`src/rtl/core/bsd_pkg.sv`:
```
package bsd_pkg;

	localparam int FRAME_DEPTH = 64;
	localparam int BYTE_W      = 8;
	localparam int IDX_W       = (FRAME_DEPTH > 1) ? $clog2(FRAME_DEPTH) : 1;
	localparam int CNT_W       = $clog2(FRAME_DEPTH + 1);
	// two store banks: one filling while the other drains
	localparam int NUM_BANKS   = 2;
	localparam int ADDR_W      = IDX_W + 1;
	localparam int MEM_DEPTH   = 2 ** ADDR_W;
	localparam int Q_DEPTH     = NUM_BANKS;
	localparam int Q_PTR_W     = 1;
	localparam int Q_CNT_W     = 2;
	localparam int CFG_IDX_W   = 2;

	localparam logic [CFG_IDX_W-1:0] CFG_START_MARKER  = 2'd0;
	localparam logic [CFG_IDX_W-1:0] CFG_END_MARKER    = 2'd1;
	localparam logic [CFG_IDX_W-1:0] CFG_ESCAPE_MARKER = 2'd2;
	localparam logic [CFG_IDX_W-1:0] CFG_ESCAPE_MASK   = 2'd3;

	localparam logic [BYTE_W-1:0] RST_START_MARKER  = 8'hAA;
	localparam logic [BYTE_W-1:0] RST_END_MARKER    = 8'h55;
	localparam logic [BYTE_W-1:0] RST_ESCAPE_MARKER = 8'hDB;
	localparam logic [BYTE_W-1:0] RST_ESCAPE_MASK   = 8'h20;

	typedef struct packed {
		logic             bank;
		logic [CNT_W-1:0] count;
		logic             ovf;
	} desc_t;

	typedef struct packed {
		logic              en;
		logic [ADDR_W-1:0] addr;
		logic [BYTE_W-1:0] data;
	} wr_req_t;

endpackage

```
`src/rtl/core/bsd_front.sv`:
```
module bsd_front (
	input  logic                            clk,
	input  logic                            arst_n,
	input  logic                            rx_valid,
	output logic                            rx_stall,
	input  logic [bsd_pkg::BYTE_W-1:0]      rx_byte,
	input  logic                            cfg_we,
	input  logic [bsd_pkg::CFG_IDX_W-1:0]   cfg_index,
	input  logic [bsd_pkg::BYTE_W-1:0]      cfg_data,
	input  logic                            q_full,
	output logic                            q_push,
	output bsd_pkg::desc_t                  push_desc,
	output bsd_pkg::wr_req_t                wr_req
);

	typedef enum logic [2:0] {
		MODE_IDLE = 3'b001,
		MODE_DATA = 3'b010,
		MODE_ESC  = 3'b100
	} mode_t;

	mode_t                          mode_q, mode_d;
	logic [bsd_pkg::CNT_W-1:0]      fill_q, fill_d;
	logic                           ovf_q, ovf_d;
	logic                           bank_q, bank_d;
	logic [bsd_pkg::BYTE_W-1:0]     start_q, end_q, esc_q, mask_q;
	logic                           accept;
	logic [bsd_pkg::BYTE_W-1:0]     unesc;
	logic                           store_en;
	logic [bsd_pkg::BYTE_W-1:0]     store_val;

	// both banks pending means the one we would fill is still draining
	assign rx_stall  = q_full;
	assign accept    = rx_valid && !q_full;
	assign unesc     = rx_byte ^ mask_q;
	assign push_desc = '{bank: bank_q, count: fill_q, ovf: ovf_q};

	always_ff @(posedge clk or negedge arst_n) begin
		if (!arst_n) begin
			start_q <= bsd_pkg::RST_START_MARKER;
			end_q   <= bsd_pkg::RST_END_MARKER;
			esc_q   <= bsd_pkg::RST_ESCAPE_MARKER;
			mask_q  <= bsd_pkg::RST_ESCAPE_MASK;
		end else if (cfg_we) begin
			unique case (cfg_index)
				bsd_pkg::CFG_START_MARKER:  start_q <= cfg_data;
				bsd_pkg::CFG_END_MARKER:    end_q   <= cfg_data;
				bsd_pkg::CFG_ESCAPE_MARKER: esc_q   <= cfg_data;
				bsd_pkg::CFG_ESCAPE_MASK:   mask_q  <= cfg_data;
				default: ;
			endcase
		end
	end

	always_comb begin
		mode_d    = mode_q;
		fill_d    = fill_q;
		ovf_d     = ovf_q;
		bank_d    = bank_q;
		q_push    = 1'b0;
		store_en  = 1'b0;
		store_val = rx_byte;
		wr_req    = '{en: 1'b0, addr: {bank_q, fill_q[bsd_pkg::IDX_W-1:0]}, data: rx_byte};
		if (accept) begin
			unique case (mode_q)
				MODE_DATA: begin
					priority if (rx_byte == end_q) begin
						q_push = 1'b1;
						bank_d = ~bank_q;
						mode_d = MODE_IDLE;
						fill_d = '0;
						ovf_d  = 1'b0;
					end else if (rx_byte == esc_q) begin
						mode_d = MODE_ESC;
					end else if (rx_byte == start_q) begin
						fill_d = '0;
						ovf_d  = 1'b0;
					end else begin
						store_en = 1'b1;
					end
				end
				MODE_ESC: begin
					if (unesc == start_q || unesc == end_q || unesc == esc_q) begin
						store_en  = 1'b1;
						store_val = unesc;
						mode_d    = MODE_DATA;
					end else begin
						// bad escape drops the whole frame
						mode_d = MODE_IDLE;
						fill_d = '0;
						ovf_d  = 1'b0;
					end
				end
				MODE_IDLE: begin
					if (rx_byte == start_q) begin
						mode_d = MODE_DATA;
						fill_d = '0;
						ovf_d  = 1'b0;
					end
				end
				default: mode_d = MODE_IDLE;
			endcase
			if (store_en) begin
				if (fill_q < bsd_pkg::CNT_W'(bsd_pkg::FRAME_DEPTH)) begin
					wr_req.en   = 1'b1;
					wr_req.data = store_val;
					fill_d      = fill_q + bsd_pkg::CNT_W'(1);
				end else begin
					ovf_d = 1'b1;
				end
			end
		end
	end

	always_ff @(posedge clk or negedge arst_n) begin
		if (!arst_n) begin
			mode_q <= MODE_IDLE;
			fill_q <= '0;
			ovf_q  <= 1'b0;
			bank_q <= 1'b0;
		end else begin
			mode_q <= mode_d;
			fill_q <= fill_d;
			ovf_q  <= ovf_d;
			bank_q <= bank_d;
		end
	end

endmodule

```
`src/rtl/core/bsd_queue.sv`:
```
module bsd_queue (
	input  logic            clk,
	input  logic            arst_n,
	input  logic            push,
	input  bsd_pkg::desc_t  push_desc,
	input  logic            pop,
	output bsd_pkg::desc_t  head,
	output logic            full,
	output logic            empty
);

	bsd_pkg::desc_t                 entry_q [bsd_pkg::Q_DEPTH];
	logic [bsd_pkg::Q_PTR_W-1:0]    wr_ptr_q, rd_ptr_q;
	logic [bsd_pkg::Q_CNT_W-1:0]    cnt_q;

	assign head  = entry_q[rd_ptr_q];
	assign full  = (cnt_q == bsd_pkg::Q_CNT_W'(bsd_pkg::Q_DEPTH));
	assign empty = (cnt_q == '0);

	always_ff @(posedge clk) begin
		if (push) begin
			entry_q[wr_ptr_q] <= push_desc;
		end
	end

	always_ff @(posedge clk or negedge arst_n) begin
		if (!arst_n) begin
			wr_ptr_q <= '0;
			rd_ptr_q <= '0;
			cnt_q    <= '0;
		end else begin
			if (push) begin
				wr_ptr_q <= wr_ptr_q + bsd_pkg::Q_PTR_W'(1);
			end
			if (pop) begin
				rd_ptr_q <= rd_ptr_q + bsd_pkg::Q_PTR_W'(1);
			end
			unique case ({push, pop})
				2'b10:   cnt_q <= cnt_q + bsd_pkg::Q_CNT_W'(1);
				2'b01:   cnt_q <= cnt_q - bsd_pkg::Q_CNT_W'(1);
				default: cnt_q <= cnt_q;
			endcase
		end
	end

endmodule

```
`src/rtl/core/bsd_back.sv`:
```
module bsd_back (
	input  logic                        clk,
	input  logic                        arst_n,
	input  bsd_pkg::wr_req_t            wr_req,
	input  bsd_pkg::desc_t              head,
	input  logic                        q_empty,
	output logic                        q_pop,
	output logic                        frame_valid,
	input  logic                        frame_stall,
	output logic [bsd_pkg::BYTE_W-1:0]  frame_byte,
	output logic                        last_of_frame,
	output logic                        empty_frame,
	output logic                        frame_truncated
);

	typedef enum logic [1:0] {
		B_IDLE = 2'b01,
		B_LOAD = 2'b10
	} bstate_t;

	logic [bsd_pkg::BYTE_W-1:0]     mem [bsd_pkg::MEM_DEPTH];
	logic [bsd_pkg::BYTE_W-1:0]     rd_data_q;
	bstate_t                        state_q, state_d;
	logic [bsd_pkg::IDX_W-1:0]      k_q, k_d, rd_idx;
	logic                           rd_en;
	logic                           out_free;
	logic                           is_last;
	logic                           load;
	logic [bsd_pkg::BYTE_W-1:0]     ld_byte;
	logic                           ld_last, ld_empty;
	logic                           valid_q;

	assign out_free    = !valid_q || !frame_stall;
	assign is_last     = (bsd_pkg::CNT_W'(k_q) + bsd_pkg::CNT_W'(1)) == head.count;
	assign frame_valid = valid_q;

	always_comb begin
		state_d  = state_q;
		k_d      = k_q;
		rd_en    = 1'b0;
		rd_idx   = k_q;
		q_pop    = 1'b0;
		load     = 1'b0;
		ld_byte  = rd_data_q;
		ld_last  = is_last;
		ld_empty = 1'b0;
		unique case (state_q)
			B_IDLE: begin
				if (!q_empty) begin
					if (head.count == '0) begin
						if (out_free) begin
							load     = 1'b1;
							ld_byte  = '0;
							ld_last  = 1'b1;
							ld_empty = 1'b1;
							q_pop    = 1'b1;
						end
					end else begin
						rd_en   = 1'b1;
						rd_idx  = '0;
						k_d     = '0;
						state_d = B_LOAD;
					end
				end
			end
			B_LOAD: begin
				if (out_free) begin
					load = 1'b1;
					if (is_last) begin
						// bank is released only once its last word has left
						q_pop   = 1'b1;
						state_d = B_IDLE;
					end else begin
						k_d    = k_q + bsd_pkg::IDX_W'(1);
						rd_en  = 1'b1;
						rd_idx = k_q + bsd_pkg::IDX_W'(1);
					end
				end
			end
			default: state_d = B_IDLE;
		endcase
	end

	always_ff @(posedge clk) begin
		if (wr_req.en) begin
			mem[wr_req.addr] <= wr_req.data;
		end
		if (rd_en) begin
			rd_data_q <= mem[{head.bank, rd_idx}];
		end
	end

	always_ff @(posedge clk or negedge arst_n) begin
		if (!arst_n) begin
			state_q <= B_IDLE;
			k_q     <= '0;
			valid_q <= 1'b0;
		end else begin
			state_q <= state_d;
			k_q     <= k_d;
			if (load) begin
				valid_q <= 1'b1;
			end else if (!frame_stall) begin
				valid_q <= 1'b0;
			end
		end
	end

	always_ff @(posedge clk) begin
		if (load) begin
			frame_byte      <= ld_byte;
			last_of_frame   <= ld_last;
			empty_frame     <= ld_empty;
			frame_truncated <= head.ovf;
		end
	end

	a_pop_nonempty: assert property (@(posedge clk) disable iff (!arst_n)
		q_pop |-> !q_empty)
		else $error("descriptor popped from empty queue");

	a_drain_has_desc: assert property (@(posedge clk) disable iff (!arst_n)
		(state_q == B_LOAD) |-> !q_empty)
		else $error("draining without a descriptor");

	a_empty_is_last: assert property (@(posedge clk) disable iff (!arst_n)
		(valid_q && empty_frame) |-> (last_of_frame && frame_byte == '0))
		else $error("empty frame word malformed");

endmodule

```
`src/rtl/core/byte_stuffing_deframer_unit.sv`:
```
// byte-stuffed frame deframer
// rx channel: rx_valid / rx_stall / rx_byte, one received byte per word.
// frame channel: frame_valid / frame_stall carry frame_byte, last_of_frame,
// empty_frame and frame_truncated, one data byte of a finished frame per word.
// config: cfg_we writes cfg_data into start marker, end marker, escape marker
// or escape mask selected by cfg_index; write only while no frame is in flight.
// an rx byte is taken in the cycle it is offered while rx_stall is low. frames
// are stored in one of two banks; on the end marker the frame is queued and
// the back end drains it at one word per cycle while frame_stall is low, each
// byte going via a read register. while both banks wait to drain, rx_stall
// is high; otherwise the parser keeps filling the other bank.
// a stalled frame word holds; the drain pauses with it and the queue and
// store keep everything, so no byte is lost.
// reset clears the parser to idle, empties the queue and restores the
// register defaults; the store needs no clearing pass.
module byte_stuffing_deframer_unit (
	input  logic                            clk,
	input  logic                            arst_n,
	input  logic                            rx_valid,
	output logic                            rx_stall,
	input  logic [bsd_pkg::BYTE_W-1:0]      rx_byte,
	input  logic                            cfg_we,
	input  logic [bsd_pkg::CFG_IDX_W-1:0]   cfg_index,
	input  logic [bsd_pkg::BYTE_W-1:0]      cfg_data,
	output logic                            frame_valid,
	input  logic                            frame_stall,
	output logic [bsd_pkg::BYTE_W-1:0]      frame_byte,
	output logic                            last_of_frame,
	output logic                            empty_frame,
	output logic                            frame_truncated
);

	bsd_pkg::desc_t     push_desc, head;
	bsd_pkg::wr_req_t   wr_req;
	logic               q_push, q_pop, q_full, q_empty;

	bsd_front u_front (
		.clk       (clk),
		.arst_n    (arst_n),
		.rx_valid  (rx_valid),
		.rx_stall  (rx_stall),
		.rx_byte   (rx_byte),
		.cfg_we    (cfg_we),
		.cfg_index (cfg_index),
		.cfg_data  (cfg_data),
		.q_full    (q_full),
		.q_push    (q_push),
		.push_desc (push_desc),
		.wr_req    (wr_req)
	);

	bsd_queue u_queue (
		.clk       (clk),
		.arst_n    (arst_n),
		.push      (q_push),
		.push_desc (push_desc),
		.pop       (q_pop),
		.head      (head),
		.full      (q_full),
		.empty     (q_empty)
	);

	bsd_back u_back (
		.clk             (clk),
		.arst_n          (arst_n),
		.wr_req          (wr_req),
		.head            (head),
		.q_empty         (q_empty),
		.q_pop           (q_pop),
		.frame_valid     (frame_valid),
		.frame_stall     (frame_stall),
		.frame_byte      (frame_byte),
		.last_of_frame   (last_of_frame),
		.empty_frame     (empty_frame),
		.frame_truncated (frame_truncated)
	);

	a_push_room: assert property (@(posedge clk) disable iff (!arst_n)
		q_push |-> !q_full)
		else $error("frame queued with both banks pending");

	a_bank_apart: assert property (@(posedge clk) disable iff (!arst_n)
		(wr_req.en && !q_empty) |-> (wr_req.addr[bsd_pkg::ADDR_W-1] != head.bank))
		else $error("store write into the bank being drained");

endmodule
```
`config.mk`:
```
export PLATFORM = sky130hd
export DESIGN_NAME = byte_stuffing_deframer_unit
export DESIGN_NICKNAME = d
export VERILOG_FILES = /design/src/rtl/core/bsd_pkg.sv /design/src/rtl/core/bsd_front.sv /design/src/rtl/core/bsd_queue.sv /design/src/rtl/core/bsd_back.sv /design/src/rtl/core/byte_stuffing_deframer_unit.sv
export SDC_FILE = /design/constraint.sdc
export NUM_CORES = 2
export LEC_CHECK = 0
export BUFFER_PORTS_ARGS = -buffer_cell sky130_fd_sc_hd__buf_2
export CORE_MARGIN = 5
export CORE_UTILIZATION = 52
export DETAILED_ROUTE_END_ITERATION = 12
export PLACE_DENSITY_LB_ADDON = 0.05
export SYNTH_ARGS = -nofsm -noshare
export SYNTH_HDL_FRONTEND = slang
export SYNTH_SLANG_ARGS = --single-unit
```
`constraint.sdc`:
```
create_clock -name clk -period 9.6 [get_ports clk]
set_clock_uncertainty 0.05 [all_clocks]
set_input_delay 0 -clock clk [delete_from_list [all_inputs] [get_ports clk]]
set_output_delay 0 -clock clk [all_outputs]
set_load 0.03 [all_outputs]
```
### Word level (Yosys, flattened, before mapping)

Memories as Yosys holds them, arrays and structs flattened. A register that Yosys moved wholly into a read port is not among the register bits.
Index checks and enable logic that the tools add are counted.

| storage, ports and cells | value |
|---|---|
| memories kept | 2 |
| bits in writable memories | 1042 |
| register bits | 68 |
| output and inout bits | 13 |
| bits of input ports | 23 |
| word-level logic and storage cells | 146 |

| cells by class | value |
|---|---|
| bitwise gates (word level) | 2 |
| muxes and demuxes | 73 |
| equality and inequality tests | 25 |
| reductions and logical operators | 18 |
| add/sub/neg operators | 7 |
| order comparisons | 1 |

Memories:

| name | depth | width | read ports | clocked after Yosys merged registers in | wr ports | line | source |
|---|---|---|---|---|---|---|---|
| u_back.mem | 128 | 8 | 1 | 1 | 1 | bsd_back.sv:21 | `logic [bsd_pkg::BYTE_W-1:0] mem [bsd_pkg::MEM_DEPTH];` |
| u_queue.entry_q | 2 | 9 | 1 | 0 | 1 | bsd_queue.sv:12 | `bsd_pkg::desc_t entry_q [bsd_pkg::Q_DEPTH];` |

Operators by type and width:

| cell | number |
|---|---|
| $mux 8 | 9 |
| $eq 8x8->1 | 6 |
| $mux 7 | 6 |
| $mux 1 | 36 |
| $mux 6 | 4 |
| $pmux 7 s3 | 1 |
| $pmux 6 s2 | 1 |
| $eq 2x2->1 const B | 5 |
| $mux 2 | 5 |
| $mux 3 | 3 |
| $pmux 3 s3 | 1 |
| $ne 2x1->1 const B | 4 |
| $pmux 1 s2 | 4 |
| $pmux 2 s2 | 2 |
| $reduce_and 2->1 | 4 |
| $xor 8x8->8 | 1 |
| $add 6x1->7 const B | 1 |
| $add 7x1->7 const B | 1 |
| $eq 7x7->1 | 1 |
| $logic_not 7->1 | 1 |
| $lt 7x7->1 const B | 1 |
| $add 6x1->6 const B | 1 |
| $eq 2x1->1 const B | 3 |
| $reduce_and 3->1 | 2 |
| other kinds (16) | 23 |

### Longest topological paths before layout

| depth | value |
|---|---|
| depth after elaboration | 11 |
| gate-level depth with buffers | 19 |
| gate-level depth less buffers | 13 |

### Cells and area by module

Synthesis repeated with hierarchy kept, for this count alone.

| second synthesis, totals | value |
|---|---|
| cell total of the unflattened synthesis | 3148 |
| area total of the unflattened synthesis | 45997.9 µm² |

Modules (own cells, without submodules):

| module | cells each | area each (µm²) | instances |
|---|---|---|---|
| bsd_back | 2862 | 42154.2 | 1 |
| bsd_front | 242 | 3010.4 | 1 |
| bsd_queue | 44 | 833.3 | 1 |

### Worst setup path after synthesis

Ideal clock, no wire load.

| timing path | value |
|---|---|
| kind | reg2reg |
| start | reg u_front.mask_q[5] (netlist bit) |
| end | mem u_back.mem[0][0] (netlist bit), data pin |
| stages on the path, launching flop included | 9 |
| arrival time | 5811 ps |
| setup slack | 2809 ps |
| path through | dfstp_2 > xor2_1 > xnor2_1 > nand4_1 > nor2_1 > o311ai_0 > nor3_1 > nand2_1 > xnor2_1 |

RTL lines:

| what | line | source |
|---|---|---|
| from (decl) | bsd_front.sv:26 | `logic [bsd_pkg::BYTE_W-1:0] start_q, end_q, esc_q, mask_q;` |
| from (signal assigned) | bsd_front.sv:43 | `mask_q <= bsd_pkg::RST_ESCAPE_MASK;` |
| from (signal assigned) | bsd_front.sv:49 | `bsd_pkg::CFG_ESCAPE_MASK: mask_q <= cfg_data;` |
| to (decl) | bsd_back.sv:21 |  |

### Worst setup path after layout

| timing path | value |
|---|---|
| start | reg u_back.k_q[0] (netlist bit) |
| end | reg u_back.rd_data_q[2] (netlist bit) (read register of u_back.mem), data pin |

| on the way | value |
|---|---|
| longest elaborated chain between the ends | 5 |

Ends and longest elaborated chain:

| what | line | source |
|---|---|---|
| from (decl) | bsd_back.sv:24 | `logic [bsd_pkg::IDX_W-1:0] k_q, k_d, rd_idx;` |
| from (signal assigned) | bsd_back.sv:100 | `k_q <= k_d;` |
| $add 6x1->7 | bsd_back.sv:34 | `assign is_last = (bsd_pkg::CNT_W'(k_q) + bsd_pkg::CNT_W'(1)) == head.count;` |
| $eq 7x7->1 | bsd_back.sv:34 |  |
| $mux 6 / $mux 1 (equally long branches) | bsd_back.sv:69 | `if (is_last) begin` |
| $mux 6 / $mux 1 (equally long branches) | bsd_back.sv:67 | `if (out_free) begin` |
| $pmux 6 s2 / $pmux 1 s2 (equally long branches) | bsd_back.sv:47 | `unique case (state_q)` |
| to (decl) | bsd_back.sv:22 | `logic [bsd_pkg::BYTE_W-1:0] rd_data_q;` |

Several ways; a longest one is shown, not always the timed one.
A chain may end at the register's enable or synchronous reset.

==> impl_metrics.toml <==
[die]
chipWidth_um = 307
die_y_um = 307
start_util_pct = 52.2
rows = 109
io_pins = 36
die_area_um2 = 94400
core_um2 = 88100

[setup_path]
critPathBufInv = 2
crit_path_start_kind = "register"
crit_path_max_incr_delay_ns = 0.68
crit_type = "reg2reg"
cp_slowest_cell = "buf_4"
path_cells = "ha_1 -> nand3_1 -> or3_1 -> a2111o_1 -> a211oi_4 -> o21ai_4 -> nand2_8 -> buf_4 -> buf_4 -> mux2i_1 -> a32oi_1 -> o211ai_1 -> o22ai_1 -> or4b_1"
cpMostUsedCell = "buf_4"
worst_ep_arrival_time_ns = 7.04
cp.required_ns = 9.98
cp-end-kind = "register"
critPathTopFamily = "compound AO/OA/AOI/OAI gates"
critical_path_peak_fanout = 61

[logic_synthesis]
ys_ff_latch = 1118
synth_top_area_share_pct = 69.3
syn_nets = 3309
ys_top_cells_by_count = "edfxtp_1, nand2_1, nand3_1"
ys.warnings.count = 0
yosysSeqAreaShare_pct = 72.5
avgSynthCellArea_um2 = 14.0
ys_types = 90
synth_top_cell_by_area = "edfxtp_1"
synthCells = 3281
ys.flop_type = "edfxtp_1"
syn_area_um2 = 46000
ys_async_sr_fraction_pct = 5.10
synth_edf_count = 1061
ys_top_cells_by_area = "edfxtp_1, nand2_1, mux2i_1"
yosysMostFrequentCell = "edfxtp_1"

[timing]
min_period_ns = 6.66
setup_viol = 0
tightestPinTransition_ns = 1.37
relSlewSlack_pct = 8.00
rsz0062_at_grt = "false"
layout_worst_path_cycle_share_pct = 69.4
finalMaxSlewViolations = 0
max_freq_mhz = 150
hold_viol = 0
fin_tns_setup_ns = 0

[drt]
drt.antenna.violating_nets = 0
drt_iter0_drc = 3703
drt_wl_total_mm = 138
dr.pass1.iters = 6
drc = 0
vias = 29169
vias_per_cell = 6.36
wl_per_cell_um = 30.1

[finish]
drive_gt1_share_pct = 11.1
fillCellCount = 7022
nNetsFinal = 3341
final_cell_count_no_fill = 4583
area_delta_synth_final_pct = 11.6
register_area_um2 = 33300
utilization_pct = 58.2
multi_input_area_um2 = 11800
design_area_um2 = 51300

[outcome]
status = "completed"

[power_and_ir_drop]
max-vdd-ir-drop_v = 0.000288
power.leakage_nw = 17.0
power_density_nw_per_um2 = 266
power_w = 0.0136

[placed_design]
place.port_buffers = 35
dpl.cell_count = 4340
place_hpwl_mm = 85.0
gp_congestion = 0.926
dpl_cell_area_um2 = 47300

[cts]
clock_path_buffers = 3
insertion_delay_ns = 0.69
cts_setup_buffers = 0
numCtsBuffers = 114
cts_sinks = 1118
cts_tree = "yes"
htree_levels = 3
clk_pin_slew_ns = 0.07
ctsRootBufferMaster = "clkbuf_16"

[grt]
grt_pass1_vias = 28445
grt_max_degree = 110
grt_usage_pct = 28.9
antenna_found_initial = 8
grt_overflow = 0
grt_first_pass_wirelength_mm = 200

[worst_hold_path]
hp-class = "in2reg"

[job]
maxCapViolCount = 0
registers in the layout, summed over array words and instances, names as in the netlist, 2 cells and up:
name               count
u_back.frame_byte      8
u_back.rd_data_q       8
u_back.mem          1024
u_back.state_q         2
u_front.mode_q         3
u_front.fill_q         7
u_queue.entry_q       18
u_front.esc_q          8
u_back.k_q             6
u_front.start_q        8
u_front.mask_q         8
u_queue.cnt_q          2
u_front.end_q          8
layout make-up:
| type | instances | share of cell area [%] |
|---|---|---|
| multi-input cells | 1940 | 23.0 |
| repair buffers | 124 | 1.82 |
| inverters | 15 | 0.134 |
| well taps | 1165 | 2.84 |
| diodes | 7 | 0.0342 |
| clock inverters | 63 | 1.18 |
| clock buffers | 151 | 6.08 |
| flip-flops and latches | 1118 | 64.9 |
logic make-up (layout without fill, tap and decap cells):
family                     count (synthesis)  after routing  share of synthesized area (%)
muxes                                    170            170                           3.85
AOI/OAI and AO/OA                        456            456                           7.50
and+or+nand+nor                         1227           1227                           12.2
adders and majority gates                  5              5                          0.136
xor gates and xnor gates                  82             82                           1.59
DFF                                     1118           1118                           72.5
other                                      0              7                              0
buffers and inverters                    223            353                           2.26
worst reg2reg max path: cells and delay by family, from the launching register on:
kind | cells | cell delay [ns]
DFF | 1 | 0.51
AOI/OAI and AO/OA | 6 | 2.10
adders and majority gates | 1 | 0.48
muxes | 1 | 0.27
buffers and inverters | 2 | 1.39
and+or+nand+nor | 4 | 1.60
metrics by stage:
stage	hold slack (ns)	setup slack, ns
6_report	0.0656	2.94
5_1_grt	0.0672	2.75
4_1_cts	0.0238	3.15
3_5_place_dp	0.170	3.15
3_3_place_gp	0.153	3.16
2_1_floorplan	-0.346	2.81
repair_timing:
| action | CTS | global route |
|---|---|---|
| hold buffers | 22 | 0 |
| gates resized for setup | 0 | 0 |
| hold endpoints to repair | 139 | 0 |
metal layers:
layer  part of all wire [%]  routed length, µm  track usage, %  up-vias
li1                       -                  -               -    12609
met1                     41              56200            41.5    14793
met2                     45              62500            44.1     1503
met3                     10              13800            6.23      260
met4                    4.0               5500            10.8        4
met5                  0.023                 32               0        -
cells in the final DEF (no fill, tap or decap), types with 22 or more instances in the layout:
cell,n
edfxtp_1,1061
nand2_1,593
nand3_1,212
nor2_1,154
mux2i_1,126
clkbuf_16,119
and3_1,93
a211oi_1,93
a32oi_1,74
buf_4,64
nand4_1,61
o21ai_0,52
xnor2_1,52
a31oi_1,48
a21oi_1,45
mux2_2,40
dfrtp_1,40
buf_2,35
clkbuf_1,30
clkinv_2,25
a311oi_1,24
dlygate4sd3_1,22
power breakdown:
part | switching (W) | internal (W)
Clock | 0.00185 | 0.00259
Sequential | 0.000112 | 0.00545
Combinational | 0.00258 | 0.00105
Total | 0.00454 | 0.00910
path summary, 6_finish.rpt:
path                            slack (ns)             endpoint  cells after the start              from
min in group asynchronous             0.49    u_front.mask_q[7]                      4            arst_n
worst max register to register        2.94  u_back.rd_data_q[2]                     14     u_back.k_q[0]
max in group asynchronous             8.42    u_back.state_q[1]                      4            arst_n
worst min register to register        0.46     u_queue.wr_ptr_q                      1  u_queue.wr_ptr_q
worst max-delay path                  2.94  u_back.rd_data_q[2]                     14     u_back.k_q[0]
worst min-delay path                  0.07    u_back.mem[84][4]                      3        rx_byte[4]
Power figures use the tool's default switching activity.
